**src/hw/rtl/obhp_pkg.sv**
```systemverilog
package obhp_pkg;

   localparam int unsigned HdrBytes = 22;

   localparam logic [4:0] HDR_LAST_COUNT = 5'(HdrBytes);
   localparam logic [4:0] LAST_EXT_POS   = 5'd16;

   localparam logic [7:0] FLAG_UNSUPPORTED = 8'h6F;
   localparam logic [7:0] FLAG_CHAIN       = 8'h80;
   localparam logic [7:0] FLAG_WIDE        = 8'h10;
   localparam logic [7:0] DEPTH_MONO       = 8'h01;

   localparam logic [2:0] ST_OK        = 3'd0;
   localparam logic [2:0] ST_UNDERFLOW = 3'd1;
   localparam logic [2:0] ST_FLAGS     = 3'd2;
   localparam logic [2:0] ST_CHAIN     = 3'd3;
   localparam logic [2:0] ST_DEPTH     = 3'd4;

   typedef enum logic [2:0] {
      PH_INFO  = 3'd0,
      PH_EXT   = 3'd1,
      PH_W0    = 3'd2,
      PH_W1    = 3'd3,
      PH_H0    = 3'd4,
      PH_H1    = 3'd5,
      PH_DEPTH = 3'd6,
      PH_DONE  = 3'd7
   } phase_type;

   // Finished header as handed from the parser to the length stage.
   typedef struct packed {
      logic [2:0]  status;
      logic [15:0] width;
      logic [15:0] height;
      logic [4:0]  offset;
   } hdr_rec_type;

endpackage

```
**src/hw/rtl/ota_bitmap_header_parser.sv**
```systemverilog
// Channel  Dir  Handshake          Payload
// req      in   req_tvalid/tready  tdata[7:0] data_byte, tlast end_of_data
// rsp      out  rsp_tvalid/tready  tdata status, width, height, header_length, data_length
//
// One header byte is taken per cycle while req_tready is high; the parser
// state updates in that cycle. A finished header is held in a record register,
// where the pixel byte count (16x16 multiply) is formed, then lands in the
// response register.
// reset is synchronous and returns the parser to the info byte.
// req_tready drops only while both the record and response registers are full
// and rsp_tready is low.
module ota_bitmap_header_parser (
   input  logic        clock,
   input  logic        reset,
   input  logic        req_tvalid,
   output logic        req_tready,
   input  logic [7:0]  req_tdata,   // [7:0] data_byte
   input  logic        req_tlast,
   output logic        rsp_tvalid,
   input  logic        rsp_tready,
   output logic [71:0] rsp_tdata    // [2:0] status, [18:3] image_width,
                                    // [34:19] image_height, [39:35] header_length,
                                    // [69:40] data_length, [71:70] zero
);

   logic                  take;
   logic                  done;
   obhp_pkg::hdr_rec_type rec;
   logic                  out_free;
   logic                  hdr_valid_ff, hdr_valid_in;
   obhp_pkg::hdr_rec_type hdr_ff;
   logic                  rsp_valid_ff, rsp_valid_in;
   logic [2:0]            status_ff;
   logic [15:0]           width_ff;
   logic [15:0]           height_ff;
   logic [4:0]            hlen_ff;
   logic [29:0]           dlen_ff, dlen_in;
   logic [32:0]           pixels;

   assign out_free   = !rsp_valid_ff || rsp_tready;
   assign req_tready = !hdr_valid_ff || out_free;
   assign take       = req_tvalid && req_tready;

   obhp_parse u_parse (
      .clock       (clock),
      .reset       (reset),
      .take        (take),
      .data_byte   (req_tdata),
      .end_of_data (req_tlast),
      .done        (done),
      .rec         (rec)
   );

   always_comb begin
      // full 32-bit product, extended before the rounding add
      pixels  = {1'b0, {16'h0000, hdr_ff.width} * {16'h0000, hdr_ff.height}} + 33'd7;
      dlen_in = 30'(pixels[32:3]) + 30'(hdr_ff.offset);

      if (take && done) begin
         hdr_valid_in = 1'b1;
      end else if (out_free) begin
         hdr_valid_in = 1'b0;
      end else begin
         hdr_valid_in = hdr_valid_ff;
      end

      if (out_free) begin
         rsp_valid_in = hdr_valid_ff;
      end else begin
         rsp_valid_in = rsp_valid_ff;
      end
   end

   always_ff @(posedge clock) begin
      if (reset) begin
         hdr_valid_ff <= 1'b0;
         rsp_valid_ff <= 1'b0;
      end else begin
         hdr_valid_ff <= hdr_valid_in;
         rsp_valid_ff <= rsp_valid_in;
      end
   end

   always_ff @(posedge clock) begin
      if (take && done) begin
         hdr_ff <= rec;
      end
      if (out_free && hdr_valid_ff) begin
         status_ff <= hdr_ff.status;
         width_ff  <= hdr_ff.width;
         height_ff <= hdr_ff.height;
         hlen_ff   <= hdr_ff.offset;
         dlen_ff   <= dlen_in;
      end
   end

   assign rsp_tvalid = rsp_valid_ff;
   assign rsp_tdata  = {2'b00, dlen_ff, hlen_ff, height_ff, width_ff, status_ff};

`ifndef NO_ASSERTIONS
   a_last_byte_closes: assert property (@(posedge clock) disable iff (reset)
      req_tvalid && req_tready && req_tlast |=> hdr_valid_ff)
      else $error("last byte did not close a header");

   a_record_holds: assert property (@(posedge clock) disable iff (reset)
      hdr_valid_ff && !out_free |=> hdr_valid_ff && $stable(hdr_ff))
      else $error("pending header record lost while output stalled");

   a_fail_zeroes: assert property (@(posedge clock) disable iff (reset)
      rsp_valid_ff && status_ff != obhp_pkg::ST_OK |->
         width_ff == 16'd0 && height_ff == 16'd0 && hlen_ff == 5'd0 && dlen_ff == 30'd0)
      else $error("failed header carries nonzero fields");

   a_ok_offset: assert property (@(posedge clock) disable iff (reset)
      rsp_valid_ff && status_ff == obhp_pkg::ST_OK |->
         hlen_ff >= 5'd4 && hlen_ff <= 5'(obhp_pkg::HdrBytes) && dlen_ff >= 30'(hlen_ff))
      else $error("good header has impossible lengths");
`endif

endmodule

```
**src/hw/rtl/obhp_parse.sv**
```systemverilog
module obhp_parse (
   input  logic                     clock,
   input  logic                     reset,
   input  logic                     take,
   input  logic [7:0]               data_byte,
   input  logic                     end_of_data,
   output logic                     done,
   output obhp_pkg::hdr_rec_type    rec
);

   logic [4:0]          count_ff, count_in, count_nx;
   obhp_pkg::phase_type phase_ff, phase_in, phase_nx;
   logic [7:0]          info_ff, info_in, info_nx;
   logic [15:0]         width_ff, width_in, width_nx;
   logic [15:0]         height_ff, height_in, height_nx;
   logic [4:0]          offset_ff, offset_in, offset_nx;
   logic [2:0]          err_ff, err_in, err_nx;
   logic                wide;
   logic [2:0]          status;

   always_ff @(posedge clock) begin
      if (reset) begin
         count_ff  <= '0;
         phase_ff  <= obhp_pkg::PH_INFO;
         info_ff   <= '0;
         width_ff  <= '0;
         height_ff <= '0;
         offset_ff <= '0;
         err_ff    <= obhp_pkg::ST_OK;
      end else if (take) begin
         count_ff  <= count_in;
         phase_ff  <= phase_in;
         info_ff   <= info_in;
         width_ff  <= width_in;
         height_ff <= height_in;
         offset_ff <= offset_in;
         err_ff    <= err_in;
      end
   end

   always_comb begin
      wide      = (info_ff & obhp_pkg::FLAG_WIDE) != 8'h00;
      count_nx  = count_ff + 5'd1;
      phase_nx  = phase_ff;
      info_nx   = info_ff;
      width_nx  = width_ff;
      height_nx = height_ff;
      offset_nx = offset_ff;
      err_nx    = err_ff;
      case (phase_ff)
         obhp_pkg::PH_INFO: begin
            info_nx = data_byte;
            if ((data_byte & obhp_pkg::FLAG_UNSUPPORTED) != 8'h00) begin
               err_nx   = obhp_pkg::ST_FLAGS;
               phase_nx = obhp_pkg::PH_DONE;
            end else if ((data_byte & obhp_pkg::FLAG_CHAIN) != 8'h00) begin
               phase_nx = obhp_pkg::PH_EXT;
            end else begin
               phase_nx = obhp_pkg::PH_W0;
            end
         end
         obhp_pkg::PH_EXT: begin
            if ((data_byte & obhp_pkg::FLAG_CHAIN) == 8'h00) begin
               phase_nx = obhp_pkg::PH_W0;
            end else if (count_ff >= obhp_pkg::LAST_EXT_POS) begin
               err_nx   = obhp_pkg::ST_CHAIN;
               phase_nx = obhp_pkg::PH_DONE;
            end
         end
         obhp_pkg::PH_W0: begin
            width_nx = {8'h00, data_byte};
            phase_nx = wide ? obhp_pkg::PH_W1 : obhp_pkg::PH_H0;
         end
         obhp_pkg::PH_W1: begin
            width_nx = {data_byte, width_ff[7:0]};
            phase_nx = obhp_pkg::PH_H0;
         end
         obhp_pkg::PH_H0: begin
            height_nx = {8'h00, data_byte};
            phase_nx  = wide ? obhp_pkg::PH_H1 : obhp_pkg::PH_DEPTH;
         end
         obhp_pkg::PH_H1: begin
            height_nx = {data_byte, height_ff[7:0]};
            phase_nx  = obhp_pkg::PH_DEPTH;
         end
         obhp_pkg::PH_DEPTH: begin
            phase_nx = obhp_pkg::PH_DONE;
            if (data_byte != obhp_pkg::DEPTH_MONO) begin
               err_nx = obhp_pkg::ST_DEPTH;
            end else begin
               offset_nx = count_nx;
            end
         end
         default: begin
         end
      endcase

      done = (count_nx == obhp_pkg::HDR_LAST_COUNT) || end_of_data;

      // short stream wins over any fault seen so far
      if (count_nx != obhp_pkg::HDR_LAST_COUNT) begin
         status = obhp_pkg::ST_UNDERFLOW;
      end else if (err_nx != obhp_pkg::ST_OK) begin
         status = err_nx;
      end else if (phase_nx != obhp_pkg::PH_DONE) begin
         status = obhp_pkg::ST_UNDERFLOW;
      end else begin
         status = obhp_pkg::ST_OK;
      end

      rec.status = status;
      if (status == obhp_pkg::ST_OK) begin
         rec.width  = width_nx;
         rec.height = height_nx;
         rec.offset = offset_nx;
      end else begin
         rec.width  = '0;
         rec.height = '0;
         rec.offset = '0;
      end

      // a finished header leaves the parser as after reset
      if (done) begin
         count_in  = '0;
         phase_in  = obhp_pkg::PH_INFO;
         info_in   = '0;
         width_in  = '0;
         height_in = '0;
         offset_in = '0;
         err_in    = obhp_pkg::ST_OK;
      end else begin
         count_in  = count_nx;
         phase_in  = phase_nx;
         info_in   = info_nx;
         width_in  = width_nx;
         height_in = height_nx;
         offset_in = offset_nx;
         err_in    = err_nx;
      end
   end

endmodule

```
**config.mk**
```make
export PLATFORM = sky130hd
export DESIGN_NAME = ota_bitmap_header_parser
export DESIGN_NICKNAME = d
export VERILOG_FILES = /design/src/hw/rtl/obhp_pkg.sv /design/src/hw/rtl/ota_bitmap_header_parser.sv /design/src/hw/rtl/obhp_parse.sv
export SDC_FILE = /design/constraint.sdc
export NUM_CORES = 1
export LEC_CHECK = 0
export ABC_CLOCK_PERIOD_IN_PS = 8300
export BUFFER_PORTS_ARGS = -buffer_cell sky130_fd_sc_hd__buf_2
export CAP_MARGIN = 20
export CORE_UTILIZATION = 55
export CTS_CLUSTER_SIZE = 24
export DETAILED_ROUTE_END_ITERATION = 6
export PLACE_DENSITY = 0.74
export SLEW_MARGIN = 0
export SYNTH_ARGS = -nofsm -noshare
export SYNTH_HDL_FRONTEND = slang
export SYNTH_SLANG_ARGS = --single-unit
```
**constraint.sdc**
```tcl
create_clock -name clock -period 8.3 [get_ports clock]
set_clock_uncertainty 0.05 [all_clocks]
set_input_delay 0.415 -clock clock [delete_from_list [all_inputs] [get_ports clock]]
set_output_delay 0.415 -clock clock [all_outputs]
set_load 0.005 [all_outputs]
```
== After elaboration in Yosys (flattened, before gate mapping) ==
Cells that the tools add are included.
Storage, ports and cells
  register bits: 165
  memories: 0
  bits in writable memories: 0
  latch bits: 0
  output and inout port bits: 74
  logic and storage cells: 78
  memory bits (read-only): 0
Operators by class
  multipliers: 1
  reductions and logical operators: 16
  equality and inequality tests: 10
  bitwise gates (word level): 0
  divide/modulo/power cells: 0
  $lt $le $gt $ge: 1
  shift operators: 0
  mux-type cells: 29
  $add $sub $neg: 3
Operators by type and width (number)
  16-bit case mux with 2 select lines: 2
  3-bit 2-to-1 mux: 12
  32-bit by 3-bit adder with 33-bit output (second input constant): 1
  16-bit by 16-bit multiplier with 32-bit output: 1
  16-bit 2-to-1 mux: 2
  30-bit by 5-bit adder with 30-bit output: 1
  5-bit 2-to-1 mux: 6
  3-bit case mux with 7 select lines: 1
  3-bit == test (second input constant): 3
  3-bit case mux with 3 select lines: 1
  8-bit logical NOT: 1
  8-bit by 1-bit inequality test with 1-bit output (second input constant): 1
  8-bit nonzero test: 1
  3-bit by 2-bit == test with 1-bit output (second input constant): 2
  3-bit logical NOT: 2
  5-bit by 1-bit adder with 5-bit output (second input constant): 1
  5-bit == test (second input constant): 1
  5-bit greater-or-equal comparator (second input constant): 1
  5-bit inequality test (second input constant): 1
  2-bit 2-to-1 mux: 2
  2-bit nonzero test: 2
  3-bit by 1-bit == test with 1-bit output (second input constant): 1
  1-bit logical AND: 3
  1-bit logical OR: 3
  5 further kinds: 8

== Logic depth before layout (Yosys ltp) ==
  depth after elaboration: 9
  mapped depth: 27
  mapped depth without buffers: 24

== Hierarchy ==
Synthesis repeated with hierarchy kept, for this count alone.
Unflattened totals
  cells, all modules: 1647
  area total of the unflattened synthesis: 15857.7 um^2
By module, submodules not included
  ota_bitmap_header_parser: cells each 1238, area each 13003.7 um^2, times used 1
  obhp_parse: cells each 409, area each 2854.0 um^2, times used 1

== Worst setup path after synthesis ==
Ideal clock, no wire load.
  path type: flip-flop to flip-flop
  start point: register hdr_ff[28] (netlist name)
  end point: register dlen_ff[28] (data pin)
  arrival time: 6.274 ns
  path buffers: 1
  setup time: 0.263 ns
  clock period less this slack: 6.586 ns
  slack: 1.714 ns
  cell stages (with the launch flop): 25
  cells stage by stage: edfxtp_1 -> clkbuf_1 -> nand2_1 -> fa_1 -> inv_1 -> fa_1 -> inv_1 -> fa_1 -> inv_1 -> fa_1 -> fa_1 -> inv_1 -> fa_1 -> inv_1 -> ha_1 -> a21oi_1 -> o21bai_1 -> a21o_1 -> nor3_1 -> a31oi_4 -> a221oi_1 -> xnor2_1 -> nand3_1 -> and4bb_1 -> xor2_1
On the way
  word-level cells in the longest chain between the ends: 3
Ends and longest elaborated chain
  from (decl): RTL line ota_bitmap_header_parser.sv:31  | obhp_pkg::hdr_rec_type hdr_ff;
  from (signal assigned): RTL line ota_bitmap_header_parser.sv:86  | hdr_ff <= rec;
  16-bit by 16-bit multiplier with 32-bit output: RTL line ota_bitmap_header_parser.sv:56  | pixels = {1'b0, {16'h0000, hdr_ff.width} * {16'h0000, hdr_ff.height}} + 33'd7;
  32-bit by 3-bit adder with 33-bit output: RTL line ota_bitmap_header_parser.sv:56
  30-bit by 5-bit adder with 30-bit output: RTL line ota_bitmap_header_parser.sv:57  | dlen_in = 30'(pixels[32:3]) + 30'(hdr_ff.offset);
  via dlen_in[28]: RTL line ota_bitmap_header_parser.sv:37  | logic [29:0] dlen_ff, dlen_in;
  to (signal assigned): RTL line ota_bitmap_header_parser.sv:93  | dlen_ff <= dlen_in;
  to (decl): RTL line ota_bitmap_header_parser.sv:37
The timed path passes the listed nets, and every way through them passes these cells.
A chain may end at the register's enable or synchronous reset.

== Worst setup path after layout ==
  start point: register hdr_ff[13] (netlist name)
  end point: register dlen_ff[28] (data pin)
The elaborated chain is that of the path after synthesis.

==> flow_summary.yaml <==
outcome:
  outcome: "finished clean"
cts:
  clock_latency_ns: 0.45
  clockBufferDepth: 2
  h-tree-depth: 4
  cts.sinks: 161
  cts_root_buf: "clkbuf_16"
  post_cts_buffers: 0
  cts_made_buffers: 17
  clk_pin_slew_ns: 0.09
  cts-resized-gates: 0
  cts_hold_buf: 0
  cts_tree: "built"
drt:
  vias: 11400
  wirelength_um: 35900
  vias_per_cell: 5.57
  drc_errors: 0
  ant_nets: 0
  wire_per_inst_um: 17.6
  firstDrtPassIters: 5
  drt_iter0_drc: 782
final_layout:
  area_delta_synth_final_pct: 8.16
  fill_cells: 2380
  register_area_um2: 4320
  fin_util_pct: 60.4
  nNetsFinal: 1976
  antenna_cells: 0
  multiInputGateArea_um2: 9990
  drive_above_1_share_pct: 8.59
min_path:
  holdPathEnd: "rsp_tvalid"
  whs_path_depth: 4
  hp-start: "rsp_tready"
  hold_path.class: "input port to flop"
setup_path:
  crit_slowest_cell: "edfxtp_1"
  critical_path_class: "flop to flop"
  path_cells: "nand2_1 > fa_1 > inv_1 > fa_1 > inv_1 > fa_1 > inv_1 > fa_1 > fa_1 > inv_1 > fa_1 > inv_1 > ha_1 > a21oi_1 > o21bai_1 > a21o_1 > nor3_1 > a31oi_4 > a221oi_1 > xnor2_1 > nand3_1 > and4bb_1 > xor2_1"
  crit_top_cell: "fa_1"
  r2r_setup_slack_ns: 1.07
  r2r-end: "dlen_ff[28]"
  cp.buffers_inverters: 5
  arrival_ns: 7.37
  crit_path_end_kind: "flop"
  worstReg2RegStart: "hdr_ff[13]"
  crit_required_ns: 8.44
  crit_cells: 23
  startpoint_type: "flop"
  cpPeakStageDelay_ns: 0.94
  cp_top_family: "adder cells"
  reg2reg_depth: 23
  crit_fanout: 17
timing:
  worst_slack_ns: 1.07
  min_period_over_period_pct: 87.1
  worst-slew-pin-transition_ns: 0.941
  finalSetupTns_ns: 0
  rsz0062_at_grt: "false"
  hold_viol: 0
  maxSlewViolCount: 0
  max_freq_mhz: 138
  relSlewSlack_pct: 37.2
  finalSetupViolations: 0
  min_period_ns: 7.23
  fin_hold_ws_ns: 0.239
floorplanning:
  core_area_um2: 27800
  dieArea_um2: 28900
  ios: 87
  die_h_um: 170
  start_util_pct: 55.9
  die_w_um: 170
  rows: 61
placement:
  io_buffers: 84
  place_ws_ns: 1.05
  dp_hpwl_um: 25100
  finalWeightedCongestion: 0.873
pwr:
  cellLeakagePower_nw: 7.38
  power_w: 0.00452
  powerDensity_nw_per_um2: 269
  ir_worst_vdd_mv: 0.197
synthesis:
  synthCells: 1618
  ys_top_cells_by_count: "inv_1, nand2_1, fa_1, and2_1, ha_1"
  yosysMostFrequentCell: "inv_1"
  yosysSeqAreaShare_pct: 27.9
  synthArstFlopShare_pct: 0
  synth.distinct_cells: 66
  synthesis.area_um2: 15500
  yosysTopAreaCell: "fa_1"
  synth_enable_flop_cells: 110
  yosysTopAreaCellShare_pct: 25.5
  synth_ff_type: "edfxtp_1"
  syn_avg_cell_area_um2: 9.60
  ys_warn_count: 0
  synth_area_leaders: "fa_1, edfxtp_1, ha_1"
  ys_seq_elements: 161
run:
  maxCapViolations: 0
global_routing:
  grt_pass1_wl_um: 58500
  grt_pass1_vias: 11500
  grtUsageTotal_pct: 26.2
  globalRouteOverflowTotal: 0
  antenna_found_initial: 1
  grt_max_degree: 71
cell type report:
class | instances | share of cell area, %
Sequential cell | 161 | 25.8
Clock inverter | 15 | 1.31
Inverter | 241 | 5.39
Multi-Input combinational cell | 1142 | 59.5
Tap cell | 378 | 2.82
Timing Repair Buffer | 89 | 2.73
Clock buffer | 17 | 2.53
per-stage QoR:
step | instance area, µm² | cells
2_1_floorplan | 15500 | 1619
3_3_place_gp | 16100 | 2011
3_5_place_dp | 16100 | 2011
4_1_cts | 16800 | 2043
5_1_grt | 16800 | 2043
6_report | 16800 | 2043
kinds of logic (layout without fill, tap and decap cells):
logic type / after synthesis / in the layout / synth area share, %
and+or+nand+nor: 554 / 554 / 17.0
other: 1 / 2 / 0.0242
DFF: 161 / 161 / 27.9
adders and majority gates: 311 / 311 / 34.6
buffers and inverters: 316 / 362 / 7.90
AOI/OAI and AO/OA: 213 / 213 / 8.93
muxes: 2 / 2 / 0.129
xor gates and xnor gates: 60 / 60 / 3.48
metal layers:
layer	GRT usage, %	up-vias	part of all wire [%]
li1	-	5278	-
met1	34.0	5584	43
met2	43.8	457	47
met3	5.42	62	8.1
met4	8.89	2	2.0
met5	0	-	0.036
how the worst max path moves through the flow:
stage / from / end / slack (ns)
3_3_place_gp: hdr_ff[12] / dlen_ff[28] / 1.16
3_5_place_dp: hdr_ff[12] / dlen_ff[28] / 1.05
4_1_cts: hdr_ff[13] / dlen_ff[28] / 1.06
6_report: hdr_ff[13] / dlen_ff[28] / 1.07
5_1_grt: hdr_ff[13] / dlen_ff[28] / 0.62
2_1_floorplan: hdr_ff[28] / dlen_ff[28] / 1.71
power by group:
group | total, W | switching [W] | internal (W)
combinational | 0.00261 | 0.00157 | 0.00104
sequential | 0.00104 | 0.0000417 | 0.00100
clock | 0.000865 | 0.000441 | 0.000424
total | 0.00452 | 0.00206 | 0.00246
layout by cell type (no fill, tap or decap), drive strengths merged, types with 5 or more instances in the layout:
cell	count
a211oi	7
a21o	10
a21oi	86
a22oi	18
a31oi	5
a32oi	18
and2	119
and3	5
buf	89
clkbuf	17
clkinv	7
dfxtp	51
edfxtp	110
fa	198
ha	113
inv	249
nand2	237
nand2b	8
nand3	27
nand3b	5
nand4	13
nor2	103
nor2b	10
nor3	13
o211ai	8
o21a	8
o21ai	34
o21bai	5
xnor2	33
xor2	27
worst min-delay path, stage by stage:
cell and delay [ns]:
buf_2 0.07, nor2b_1 0.08, nor2_1 0.10, nor2_1 0.04
state kept, by name, indices dropped and copies added (netlist names):
name and count:
u_parse.height_ff 16, hlen_ff 5, u_parse.err_ff 3, u_parse.offset_ff 5, u_parse.width_ff 16, height_ff 16, u_parse.info_ff 1, u_parse.count_ff 5
hdr_ff 40, width_ff 16, hdr_valid_ff 1, rsp_tvalid 1, u_parse.phase_ff 3, dlen_ff 30, status_ff 3
(Power assumes the default switching activity.)
